**src/arcdir_ram.sv**
```systemverilog
// Generic single-write, single-read RAM with registered read data.
// No dependencies.
module arcdir_ram #(
   parameter int unsigned WIDTH = 8,
   parameter int unsigned DEPTH = 16
) (
   input  logic                     clock,
   input  logic                     we,
   input  logic [$clog2(DEPTH)-1:0] waddr,
   input  logic [WIDTH-1:0]         wdata,
   input  logic [$clog2(DEPTH)-1:0] raddr,
   output logic [WIDTH-1:0]         rdata
);

   logic [WIDTH-1:0] mem [DEPTH];
   logic [WIDTH-1:0] rdata_ff;

   always_ff @(posedge clock) begin
      if (we) begin
         mem[waddr] <= wdata;
      end
      rdata_ff <= mem[raddr];
   end

   assign rdata = rdata_ff;

endmodule

```
**config.mk**
```make
export PLATFORM = sky130hd
export DESIGN_NAME = arcdir_ram
export DESIGN_NICKNAME = d
export VERILOG_FILES = /design/src/arcdir_ram.sv
export SDC_FILE = /design/constraint.sdc
export NUM_CORES = 1
export LEC_CHECK = 0
export BUFFER_PORTS_ARGS = -buffer_cell sky130_fd_sc_hd__buf_2
export CELL_PAD_IN_SITES_DETAIL_PLACEMENT = 0
export CELL_PAD_IN_SITES_GLOBAL_PLACEMENT = 2
export CORE_MARGIN = 2
export CORE_UTILIZATION = 35
export DETAILED_ROUTE_END_ITERATION = 16
export PLACE_DENSITY_LB_ADDON = 0.2
export REMOVE_ABC_BUFFERS = 1
export SYNTH_ARGS = -nofsm -noshare
export SYNTH_HDL_FRONTEND = slang
export SYNTH_SLANG_ARGS = --single-unit
```
**constraint.sdc**
```tcl
create_clock -name clock -period 2.9 [get_ports clock]
set_input_delay 0.87 -clock clock [delete_from_list [all_inputs] [get_ports clock]]
set_output_delay 0.87 -clock clock [all_outputs]
set_load 0.05 [all_outputs]
```
# [Yosys cells after proc, flatten, opt, wreduce, memory -nomap -nowiden]
# Memory sizes are Yosys's and may differ from the RTL's. A register that Yosys moved wholly into a read port is not among the register bits.
# Index checks and enable logic that the tools add are counted.
[word_totals] regBits=0 ramBits=128 in_bits=18 out_inout_bits=8 wordCells=3 n_memories=1
[op_classes] muxes=2
[memory_table] memory="mem" depth=16 word_bits=8 read_ports=1 rd_clocked_by_memory_dff=1 wr=1 line="15" source="logic [WIDTH-1:0] mem [DEPTH];"
[op_table] op="1-bit 2-to-1 mux" n=2

# [Depth between registers and ports, before layout]
[depth] word_depth=2 mapped_depth=5 mapped_depth_nobuf=3

# [Worst setup path before layout]
# Ideal clock, no wire load.
[synth_path] path_kind="input -> register" startpoint="in waddr[2]" endpoint="mem mem[0][0] (enable)" setup_time_ps=383 t_arrival_ps=1980 required_time_ps=2517 setup_slack_ps=537 stages=2 n_path_buf=0 path_cell_list="or3b_2 > nor3_1"
[synth_rtl] item="from (decl)" line="9" source="input logic [$clog2(DEPTH)-1:0] waddr,"
[synth_rtl] item="to (decl)" line="15"
# Straight into the memory's write port.

==> run summary <==
Area Overhead vs Synth -> 20.6%
Crit-path leading delay family -> multiplexers
Slew Viols, Final -> 0
Netlist cell types -> 19
Crit path largest cell delay -> 600 ps
Root Driver -> clkbuf_16
Drt pass-1 iters -> 4
DRC -> 0
Crit-path slowest cell -> mux4_1
Multi-input gate area -> 1060 um2
Pwr/cell area -> 750 nW/um2
Largest net degree at the start of global routing -> 33
Sequential Area -> 4000 um2
Post-route ant nets -> 0
Core Area -> 14400 um2
Dominant cell type by area after synthesis -> edfxtp_1
Crit end category -> flip-flop
Gr usage total -> 14.2%
Synth top area share -> 74.7%
Die Y-Extent -> 125 um
Final Net Count -> 302
Post-route minimum period -> 2000 ps
DIE WIDTH -> 125 um
VDD IR max -> 0.461 mV
Critical Path Start Type -> input port
Grt total ovfl -> 0
Vias per cell -> 5.03
Initial DRC count -> 183
Top Layer Used -> met4
Clock latency on the worst-skew pair -> 420 ps
Worst Max-Slew Pin Slew -> 467 ps
Setup Viol. Count Final -> 0
Max-capacitance violation count -> 0
TritonCTS clock tree -> built
Kind of critical path -> in -> reg
Rows -> 44
Post-cts hold buffer count -> 0
Cells after Synth -> 229
Routed WL per cell -> 21.2 um
Layout cells sized above 1 -> 32.0%
Pre-CTS setup slack -> 433 ps
R2R Setup Slk -> 1530 ps
Static Leak -> 2.11 nW
Synth async-reset ratio -> 0%
Synth Register Bits -> 136
Die ar. -> 15700 um2
M1 WL -> 4500 um
Post-DP HPWL -> 6230 um
Hold Vio Cnt, Final -> 0
IO buf count -> 25
TNS Setup -> 0 ps
Worst-path fanout max -> 17
Final worst-path setup slack -> 901 ps
Ys flop type -> edfxtp_1
Final WL -> 10200 um
Most area-consuming cells after synthesis -> edfxtp_1 75%, mux4_2 7.9%, mux4_1 7.1%
# IOs -> 26
WP buf/inv -> 2
Longest Clk Path Bufs -> 2
Clk_skew -> 6.43 ps
Most common cell in the netlist -> edfxtp_1
Antenna cells -> 0
Clock-pin slew of the registers on the worst-case setup and hold paths -> 60 ps
CP cell instances -> buf_2, buf_4, mux4_1, a22oi_1, nand2_1
Filler cell count in the final layout -> 1288
Post-synth EDFFs -> 128
Num CTS Buffers -> 17
Met3 routed WL -> 526 um
Worst slew margin -> 68.9%
Fmax -> 0.500 GHz
Synth warnings -> 0
RSZ-0062 raised after global routing -> no
Post-CTS setup buffers -> 0
Seq/Total Area, Yosys -> 77.8%
Clk sink count -> 136
CTS-repair resized insts -> 0
First-pass GRT wire length -> 15600 um
GPL Wtd Cong -> 0.698
Worst Path Required -> 3200 ps
Status -> completed
Netlist Area Pre-Place -> 5150 um2
Met2 WL -> 4930 um
Worst hold path class -> reg -> reg
Vias in the first global route -> 2534
Post-synth top cells -> 128 x edfxtp_1, 18 x mux4_2, 16 x a22oi_1
Vias -> 2421
Period utilisation layout -> 68.9%
H-tree levels -> 4
Initial Utilization -> 35.7%
Initial antenna violation count -> 0
Mean Syn Cell Area -> 22.5 um2
Worst Path Arrival -> 2300 ps
## tightest hold or removal path, stage by stage (launching register included)
cell,delay [ps]
edfxtp_1,310
mux4_2,220
a22oi_1,60
nand2_1,50
## state kept, by name, summed over array words and instances, names as in the netlist
name and cells:
mem 128, rdata 8
## cells by family (layout without fill, tap and decap cells)
group | count (synthesis) | after routing | synth area share (%)
AOI/OAI and AO/OA | 16 | 16 | 2.33
buffers and inverters | 10 | 78 | 1.68
DFF | 136 | 136 | 77.8
muxes | 32 | 32 | 15.0
and+or+nand+nor | 35 | 35 | 3.18
## final timing paths
| kind | start | end | depth (start not counted) |
|---|---|---|---|
| max | raddr[0] | rdata[4]$_DFF_P_ | 5 |
| min | mem[14][5]$_DFFE_PP_ | rdata[5]$_DFF_P_ | 3 |
| max reg2reg | mem[8][7]$_DFFE_PP_ | rdata[7]$_DFF_P_ | 3 |
| min reg2reg | mem[14][5]$_DFFE_PP_ | rdata[5]$_DFF_P_ | 3 |
## metrics by stage
step	power (mW)	hold slack, ps	util [%]	std cells	cell area, um2
2_1_floorplan	2.38	629	-	219	5060
3_3_place_gp	2.50	663	38.8	449	5600
3_5_place_dp	2.51	664	38.8	449	5600
4_1_cts	4.71	679	43.1	481	6210
5_1_grt	4.81	704	43.1	481	6210
6_report	4.66	674	43.1	481	6210
## layout make-up
cell class,count,area share [%]
Clock buffer,18,6.91
Clock inverter,14,2.92
Multi-Input combinational cell,83,17.0
Sequential cell,136,64.5
Tap cell,184,3.71
Timing Repair Buffer,46,4.96
## power by group
group | internal (mW) | switching [mW] | leakage (nW)
sequential | 2.20 | 0.0120 | 1.22
clock | 1.43 | 0.776 | 0.297
combinational | 0.0903 | 0.157 | 0.590
total | 3.72 | 0.945 | 2.11
## cells in the final DEF, fill, tap and decap left out, drive strengths merged
master and instances:
a22oi 16, nor2 13, nand2 9, nor3 4, or3b 1, and2b 1, clkinv 8, edfxtp 128
nand3 1, clkinvlp 2, clkbuf 18, nor2b 1, mux4 32, and2 1, nand2b 2, bufinv 4
nand3b 2, buf 46, dfxtp 8
## layer usage
metal  track usage [%]  vias up
li1                  -     1082
met1              19.1     1264
met2              21.2       59
met3              3.98       16
met4              6.86        0
met5                 0        -
(Power assumes the default switching activity.)
