===== config.mk =====
export PLATFORM = sky130hd
export DESIGN_NAME = arcdir_div
export DESIGN_NICKNAME = d
export VERILOG_FILES = /design/src/arcdir_div.sv
export SDC_FILE = /design/constraint.sdc
export NUM_CORES = 1
export LEC_CHECK = 0
export BUFFER_PORTS_ARGS = -buffer_cell sky130_fd_sc_hd__buf_2
export CAP_MARGIN = 20
export CORE_MARGIN = 4
export CORE_UTILIZATION = 55
export DETAILED_ROUTE_END_ITERATION = 10
export HOLD_SLACK_MARGIN = 0.12
export PLACE_DENSITY_LB_ADDON = 0.05
export SLEW_MARGIN = 5
export SYNTH_ARGS = -nofsm -noshare
export SYNTH_HDL_FRONTEND = slang
export SYNTH_SLANG_ARGS = --single-unit

===== constraint.sdc =====
create_clock -name clock -period 2.5 [get_ports clock]
set_input_delay 0.375 -clock clock [delete_from_list [all_inputs] [get_ports clock]]
set_output_delay 0.375 -clock clock [all_outputs]
set_load 0.01 [all_outputs]

===== src/arcdir_div.sv =====
// Restoring divider, one quotient bit per cycle, for the ghost-hit step size.
// No dependencies.
module arcdir_div #(
   parameter int unsigned W = 10
) (
   input  logic         clock,
   input  logic         reset,
   input  logic         start,
   input  logic [W-1:0] dividend,
   input  logic [W-1:0] divisor,
   output logic         done,
   output logic [W-1:0] quotient
);

   localparam int unsigned NW = $clog2(W + 1);

   logic [W:0]    rem_ff, rem_in;
   logic [W-1:0]  quo_ff, quo_in;
   logic [W-1:0]  dvs_ff, dvs_in;
   logic [NW-1:0] cnt_ff, cnt_in;
   logic          busy_ff, busy_in;
   logic          done_ff, done_in;
   logic [W:0]    shifted;

   always_comb begin
      rem_in  = rem_ff;
      quo_in  = quo_ff;
      dvs_in  = dvs_ff;
      cnt_in  = cnt_ff;
      busy_in = busy_ff;
      done_in = 1'b0;
      shifted = {rem_ff[W-1:0], quo_ff[W-1]};
      if (start) begin
         rem_in  = '0;
         quo_in  = dividend;
         dvs_in  = divisor;
         cnt_in  = NW'(W);
         busy_in = 1'b1;
      end else if (busy_ff) begin
         if (shifted >= {1'b0, dvs_ff}) begin
            rem_in = shifted - {1'b0, dvs_ff};
            quo_in = {quo_ff[W-2:0], 1'b1};
         end else begin
            rem_in = shifted;
            quo_in = {quo_ff[W-2:0], 1'b0};
         end
         cnt_in = cnt_ff - NW'(1);
         if (cnt_ff == NW'(1)) begin
            busy_in = 1'b0;
            done_in = 1'b1;
         end
      end
   end

   always_ff @(posedge clock) begin
      if (reset) begin
         busy_ff <= 1'b0;
         done_ff <= 1'b0;
         cnt_ff  <= '0;
      end else begin
         busy_ff <= busy_in;
         done_ff <= done_in;
         cnt_ff  <= cnt_in;
      end
      rem_ff <= rem_in;
      quo_ff <= quo_in;
      dvs_ff <= dvs_in;
   end

   assign done     = done_ff;
   assign quotient = quo_ff;

endmodule


Word level (Yosys, flattened, before mapping)
Cells that the tools add are included.
{"block": "totals", "regBits": 36, "inputBits": 23, "output_inout_bits": 11, "word_cells": 25}
{"block": "classes", "addsub": 2, "n_lt_le_gt_ge": 1, "n_eq_ne": 1, "mux": 10, "bitwise_logic": 1, "reduce_logical": 3}
{"op": "10-bit 2-to-1 mux", "n": 3}
{"op": "11-bit by 10-bit greater-or-equal comparator with 1-bit output", "n": 1}
{"op": "10-bit subtractor", "n": 1}
{"op": "4-bit 2-to-1 mux", "n": 2}
{"op": "1-bit 2-to-1 mux", "n": 5}
{"op": "4-bit by 1-bit equality test with 1-bit output (second input constant)", "n": 1}
{"op": "4-bit by 1-bit subtractor with 4-bit output (second input constant)", "n": 1}
{"op": "3-bit OR reduction", "n": 1}
{"op": "2-bit nonzero test", "n": 1}
{"op": "2-bit OR reduction", "n": 1}
{"op": "1-bit NOT", "n": 1}

Depth between registers and ports, before layout
Gate-level depths: netlist of the first run.
{"block": "depth", "ltp_word": 4, "ltp_mapped": 10, "mapped_depth_nobuf": 10}

Worst setup path before layout of the first run
Ideal clock, no wire load.
{"block": "synth_path", "path_kind": "reg2reg", "startpoint": "register quo_ff[9] (netlist: quotient[9])", "endpoint": "register rem_ff[8]", "setup_time_ns": 0.122, "t_arrival_ns": 1.969, "t_required_ns": 2.378, "path_slack_ns": 0.409, "path_stages_with_launch": 11, "n_path_buf": 0, "synth_period_minus_slack_ns": 2.091, "path_cell_list": "edfxtp_1 -> inv_1 -> ha_1 -> inv_1 -> fa_1 -> a211oi_1 -> nor2_1 -> o22ai_1 -> xor2_1 -> nand3_1 -> o311a_1"}
{"block": "synth_via", "elab_chain_len": 2, "word_cells_on_any_way": 3, "classes_between": "1 x add/sub; 1 x order compare; 1 x mux"}
{"item": "start, declared", "line": "18", "text": "logic [W-1:0] quo_ff, quo_in;"}
{"item": "start signal, assigned", "line": "66", "text": "quo_ff <= quo_in;"}
{"item": "10-bit subtractor / 11-bit by 10-bit greater-or-equal comparator with 1-bit output (equally long branches)", "line": "41, 40"}
{"item": "10-bit 2-to-1 mux *", "line": "40", "text": "if (shifted >= {1'b0, dvs_ff}) begin"}
{"item": "end signal, assigned", "line": "65", "text": "rem_ff <= rem_in;"}
{"item": "end, declared", "line": "17", "text": "logic [W:0] rem_ff, rem_in;"}
Every way passes the cells marked *; elsewhere a longest branch is shown, timed or not.
A chain may end at the register's enable or synchronous reset.

Final worst setup path of the first run
{"block": "layout_path", "startpoint": "register dvs_ff[8]", "endpoint": "register quo_ff[0] (netlist: quotient[0]), data pin"}
{"block": "layout_via", "elab_chain_len": 4}
{"item": "start, declared", "line": "19", "text": "logic [W-1:0] dvs_ff, dvs_in;"}
{"item": "start signal, assigned", "line": "67", "text": "dvs_ff <= dvs_in;"}
{"item": "11-bit by 10-bit greater-or-equal comparator with 1-bit output", "line": "40"}
{"item": "1-bit 2-to-1 mux", "line": "40"}
{"item": "10-bit 2-to-1 mux", "line": "39", "text": "end else if (busy_ff) begin"}
{"item": "10-bit 2-to-1 mux", "line": "33", "text": "if (start) begin"}
{"item": "via quo_in[0]", "line": "18"}
The timed path passes the listed nets, and every way through them passes these cells. The select of a mux whose other input is x is not followed.

==> run metrics, run 1 <==
global-route wire length before repair roughly 5700 microns; detailed placement HPWL ~2600 microns; Yosys warnings 0; ranking of synthesized cells by area edfxtp_1, dfxtp_1, ha_1, mux2_2, inv_1; RSZ-0062 raised after global routing false; Critical R2R Launch dvs_ff[8]; Syn Nets around 210; Die H approximately 67 microns; placed inst area 0.00212 sq mm; Peak supply drop about 0.0004 V; final setup margin 0.245 ns; die width between 60 and 70 microns; Final Skew 0.0169 ns; die area 0.00450 sq mm; core area ~0.0034 sq mm; antenna violations before repair 0; Top-Level Pins 34; area share of the largest cell type after synthesis a little under a third; diodes inserted 0; hold_buf cts 0; Post-Layout Cell Count 260; worst hold path startpoint divisor[6]; First-pass DRT Iterations 4; hold endpoint dvs_ff[6]; Achievable Freq 0.444 GHz; Compound-Gate Fraction of Synth Area ~14%; CTS max path bufs 2; initial core utilization between 50% and 60%; Worst R2R Setup Slack between 0.2 and 0.25 ns; worst r2r dst quotient[0]; DR iter-0 viols 70; mux cell area share after synthesis ~7.9%; Pwr per Cell Area 682 mW/mm^2; share of layout cells above drive strength 1 between 20% and 30%; WS Path Type reg2reg; Static Leak between 0.9 and 1 nW; drt drc 0; xor/xnor share of the synthesized area under 10%; per-cell routed wire length around 13 microns; Core Util, Final about two thirds; CP Data Arrival Time between 2 and 2.5 ns; antenna viol nets, final 0; vias in the first global route 1,318; Final setup viols 0; Synth Flop Type edfxtp_1; Slew headroom approximately 66%; Post-CTS Resized 0; Least-Margin Pin Slew about 0.5 ns; H-tree depth 2; worst hold path depth 1; CTS clk-pin slew, worst paths about 0.10 ns; syn avg cell area between 10 and 15 sq um; CP Launch Type register; later-pin clock latency in the skew report 0.34 ns; sequential area share after synthesis approximately 48%; Hold Crit Class in2reg; crit end category register; EDFF count, synth 20; Synth Area in Adders 8.86%; final instance area approximately 0.0022 sq mm; dpl cells 252; main combinational cell family by area after synthesis compound AO/OA/AOI/OAI gates; commonest cells after routing, fill and taps aside buf_2, edfxtp_1, dfxtp_1; Final #Nets around 250; Clock Root Buffer clkbuf_4; Fill cells between 200 and 300; pin count of the biggest net entering global routing 26; Place WS around 0.3 ns; Final Hold Viols 0; CTS sink cnt 36; Max Transition Viols Final 0; gr usage total between 15 and 20%; Layout area overhead 15.6%; FF-to-FF path depth 6; maxcap violations 0; postcts setup bufs 0; synthesized flop and latch total 36; minimum hold slack 0.213 ns; Simple-Gate Fraction of Synth Area a little under an eighth; critical path fanouts, max 12; DR vias 1,394; setup_tns 0 ns; largest area contributor in the netlist edfxtp_1; TritonCTS clock tree built; overall power roughly 1.5 mW; global route overflow 0; min Tclk post-route 2.25 ns; Worst EP required around 2.6 ns; Buffers on Ports 33; Post-Syn Area roughly 0.0019 sq mm; CTS Buf Count 5; final wirelength between 3000 and 4000 microns; asr flop ratio synth 0%; row cnt 21; gpl congestion approximately 0.85; Synth cell types 37; DR vias/cell between 5 and 6; status finished, final reports clean; crit share post-route 90.2%; Cells after Synth around 180; most common cell after layout, fill and taps aside buf_2
## critical path, cell delays in order, from the launching register on
cell and delay (ns):
edfxtp_1 0.34, inv_1 0.04, ha_1 0.34, a21o_1 0.19, a211oi_1 0.47, nand3_4 0.29
mux2_2 0.35
## registers in the layout, summed over array words and instances (netlist names)
register	flops
rem_ff	10
quotient	10
busy_ff	1
done	1
cnt_ff	4
dvs_ff	10
## power by group
part | switching, mW | total, mW | internal [mW]
Combinational | 0.192 | 0.349 | 0.157
Sequential | 0.0299 | 0.714 | 0.684
Clock | 0.185 | 0.450 | 0.266
Total | 0.407 | 1.51 | 1.11
## layout make-up
| cell class | count | area [sq um] | area share (%) |
|---|---|---|---|
| Clock buffer | 7 | 65.1 | 2.93 |
| Multi-Input combinational cell | 120 | 910 | 41.0 |
| Timing Repair Buffer | 35 | 180 | 8.12 |
| Tap cell | 46 | 57.6 | 2.59 |
| Clock inverter | 1 | 30.0 | 1.35 |
| Sequential cell | 36 | 921 | 41.5 |
| Inverter | 15 | 56.3 | 2.54 |
## synthesized netlist by cell type (all sizes together) (2+ instances only)
| library cell | n |
|---|---|
| a21o | 5 |
| inv | 15 |
| o21bai | 2 |
| o21ai | 2 |
| nor3 | 4 |
| a211oi | 7 |
| o22ai | 4 |
| nor2 | 15 |
| xnor2 | 4 |
| mux2 | 10 |
| edfxtp | 20 |
| a21oi | 6 |
| dfxtp | 16 |
| o311a | 2 |
| xor2 | 6 |
| ha | 12 |
| mux2i | 4 |
| clkbuf | 5 |
| nor2b | 3 |
| nand3 | 7 |
| nor4 | 2 |
| nand2 | 11 |
| a31oi | 3 |
## worst max path at each step
stage	from	end	slack, ns	cells after the start
6_report	dvs_ff[8]	quotient[0]	0.25	6
4_1_cts	dvs_ff[8]	quotient[0]	0.24	6
3_5_place_dp	dvs_ff[8]	quotient[0]	0.29	6
5_1_grt	dvs_ff[8]	rem_ff[1]	0.14	7
3_3_place_gp	dvs_ff[8]	quotient[0]	0.34	6
2_1_floorplan	quotient[9]	rem_ff[8]	0.41	10
## layer usage
metal  vias to the layer above  part of all wire, %  track usage, %
li1                        714                    -               -
met1                       644                   45            23.6
met2                        34                   48            25.4
met3                         2                  5.8            6.24
met4                         0                 0.31            6.08
met5                         -                    0               0
## logic make-up after synthesis
logic type      count (synthesis)
mux                            14
fa+ha+maj                      13
simple gates                   46
buf+inv                        21
flops                          36
compound gates                 37
xor+xnor                       10
(Power assumes the default switching activity.)
==> run 2, diff against run 1 <==
--- a/config.mk
+++ b/config.mk
@@ -12,6 +12,7 @@
 export DETAILED_ROUTE_END_ITERATION = 10
 export HOLD_SLACK_MARGIN = 0.12
 export PLACE_DENSITY_LB_ADDON = 0.05
+export RECOVER_POWER = 25
 export SLEW_MARGIN = 5
 export SYNTH_ARGS = -nofsm -noshare
 export SYNTH_HDL_FRONTEND = slang
==> run 2 against run 1 <==
Die area is the same; clock power hardly changed; total power fell by 0.11%; worst hold slack about the same; first-iteration DRC count unchanged; critical endpoint unchanged; largest cell class unchanged.
==> run metrics, run 2 (synthesis gave the netlist of run 1 again) <==
row cnt 21 (unchanged); FF-to-FF path depth 6 (unchanged); per-cell routed wire length 13.4 microns (about the same); Least-Margin Pin Slew 0.820 ns (was 0.501 ns); CP Launch Type register (unchanged); Post-CTS Resized 0 (unchanged); core area 0.00336 sq mm (unchanged); min Tclk post-route 2.25 ns (about the same); Critical R2R Launch dvs_ff[8] (unchanged); Final Skew 0.0164 ns (was 0.0169 ns); Final Hold Viols 0 (unchanged); DR vias/cell 5.37 (was 5.36); gpl congestion 0.845 (unchanged); Peak supply drop 0.000405 V (about the same); hold endpoint dvs_ff[6] (unchanged); hold_buf cts 0 (unchanged); Post-Layout Cell Count 260 (unchanged); CP Data Arrival Time 2.34 ns (about the same); critical path fanouts, max 12 (unchanged); most common cell after layout, fill and taps aside buf_2 (unchanged); dpl cells 252 (unchanged); top sig layer met4 (unchanged); met3 routed WL 202 microns (was 201 microns); WS Path Type reg2reg (unchanged); maxcap violations 0 (unchanged); DR iter-0 viols 70 (unchanged); placed inst area 0.00212 sq mm (unchanged); Slew headroom 45.4% (was 66.4%); Pwr per Cell Area 681 mW/mm^2 (was 682 mW/mm^2); H-tree depth 2 (unchanged); worst hold path depth 1 (unchanged); Final #Nets 249 (unchanged); met2 wire len 1700 microns (was 1690 microns); Final setup viols 0 (unchanged); Buffers on Ports 33 (unchanged); Worst EP required 2.58 ns (about the same); crit end category register (unchanged); later-pin clock latency in the skew report 0.34 ns (about the same); Place WS 0.294 ns (unchanged); Clock Root Buffer clkbuf_4 (unchanged); First-pass DRT Iterations 4 (unchanged); diodes inserted 0 (unchanged); CTS sink cnt 36 (unchanged); Layout area overhead 15.5% (was 15.6%); antenna viol nets, final 0 (unchanged); CTS max path bufs 2 (unchanged); global-route wire length before repair 5750 microns (unchanged); pin count of the biggest net entering global routing 26 (unchanged); global route overflow 0 (unchanged); die width 67.1 microns (unchanged); Hold Crit Class in2reg (unchanged); Achievable Freq 0.444 GHz (about the same); final instance area 0.00222 sq mm (about the same); final setup margin 0.248 ns (was 0.245 ns); CTS clk-pin slew, worst paths 0.10 ns (about the same); vias in the first global route 1,318 (unchanged); RSZ-0062 raised after global routing false (unchanged); Static Leak 0.980 nW (was 0.983 nW); gr usage total 17.4% (unchanged); Worst R2R Setup Slack 0.25 ns (about the same); postcts setup bufs 0 (unchanged); drt drc 0 (unchanged); CTS Buf Count 5 (unchanged); Max Transition Viols Final 0 (unchanged); routed length on met1 1580 microns (was 1590 microns); crit share post-route 90.1% (was 90.2%); final wirelength 3490 microns (about the same); worst hold path startpoint divisor[6] (unchanged); TritonCTS clock tree built (unchanged); detailed placement HPWL 2570 microns (unchanged); setup_tns 0 ns (unchanged); die area 0.00450 sq mm (unchanged); Top-Level Pins 34 (unchanged); overall power 1.51 mW (about the same); commonest cells after routing, fill and taps aside buf_2, edfxtp_1, dfxtp_1 (unchanged); antenna violations before repair 0 (unchanged); Die H 67.1 microns (unchanged); DR vias 1,396 (was 1,394); share of layout cells above drive strength 1 26.2% (was 26.6%); initial core utilization 57.1% (unchanged); minimum hold slack 0.213 ns (about the same); worst r2r dst quotient[0] (unchanged); Core Util, Final 66.0% (about the same); status finished, final reports clean (unchanged)
run 2: cell types whose count changed in the layout (fill, tap and decap cells not counted):
cell | previous run | this run
buf_2 | 33 | 32
clkbuf_1 | 0 | 1
run 2: critical path: stages (launching register included):
cell and delay (ns):
edfxtp_1 0.34, inv_1 0.04, ha_1 0.34, a21o_1 0.19
a211oi_1 0.47, nand3_4 0.29, mux2_2 0.35
run 2: routing by layer:
metal,vias to the layer above,track usage (%)
met5,-,0
met4,0,6.08
met3,2,6.24
met2,34,25.4
met1,646,23.6
li1,714,-
run 2: worst max path at each step:
| stage | startpoint | to | slack [ns] | cells after the start |
|---|---|---|---|---|
| 6_report | dvs_ff[8] | quotient[0] | 0.25 | 6 |
| 5_1_grt | dvs_ff[8] | rem_ff[1] | 0.14 | 7 |
| 4_1_cts | dvs_ff[8] | quotient[0] | 0.24 | 6 |
| 3_5_place_dp | dvs_ff[8] | quotient[0] | 0.29 | 6 |
| 3_3_place_gp | dvs_ff[8] | quotient[0] | 0.34 | 6 |
| 2_1_floorplan | quotient[9] | rem_ff[8] | 0.41 | 10 |
run 2: area by class of cell:
type / count / area [sq um]
clock buffers: 7 / 65.1
fillers: 282 / 1140
flip-flops and latches: 36 / 921
inverters: 15 / 56.3
clock inverters: 1 / 30.0
well taps: 46 / 57.6
repair buffers: 35 / 179
multi-input cells: 120 / 910
run 2: power by group:
part           switching [mW]  internal [mW]  total [mW]
Sequential             0.0299          0.684       0.714
Combinational           0.192          0.157       0.348
Clock                   0.183          0.266       0.449
Total                   0.405           1.11        1.51
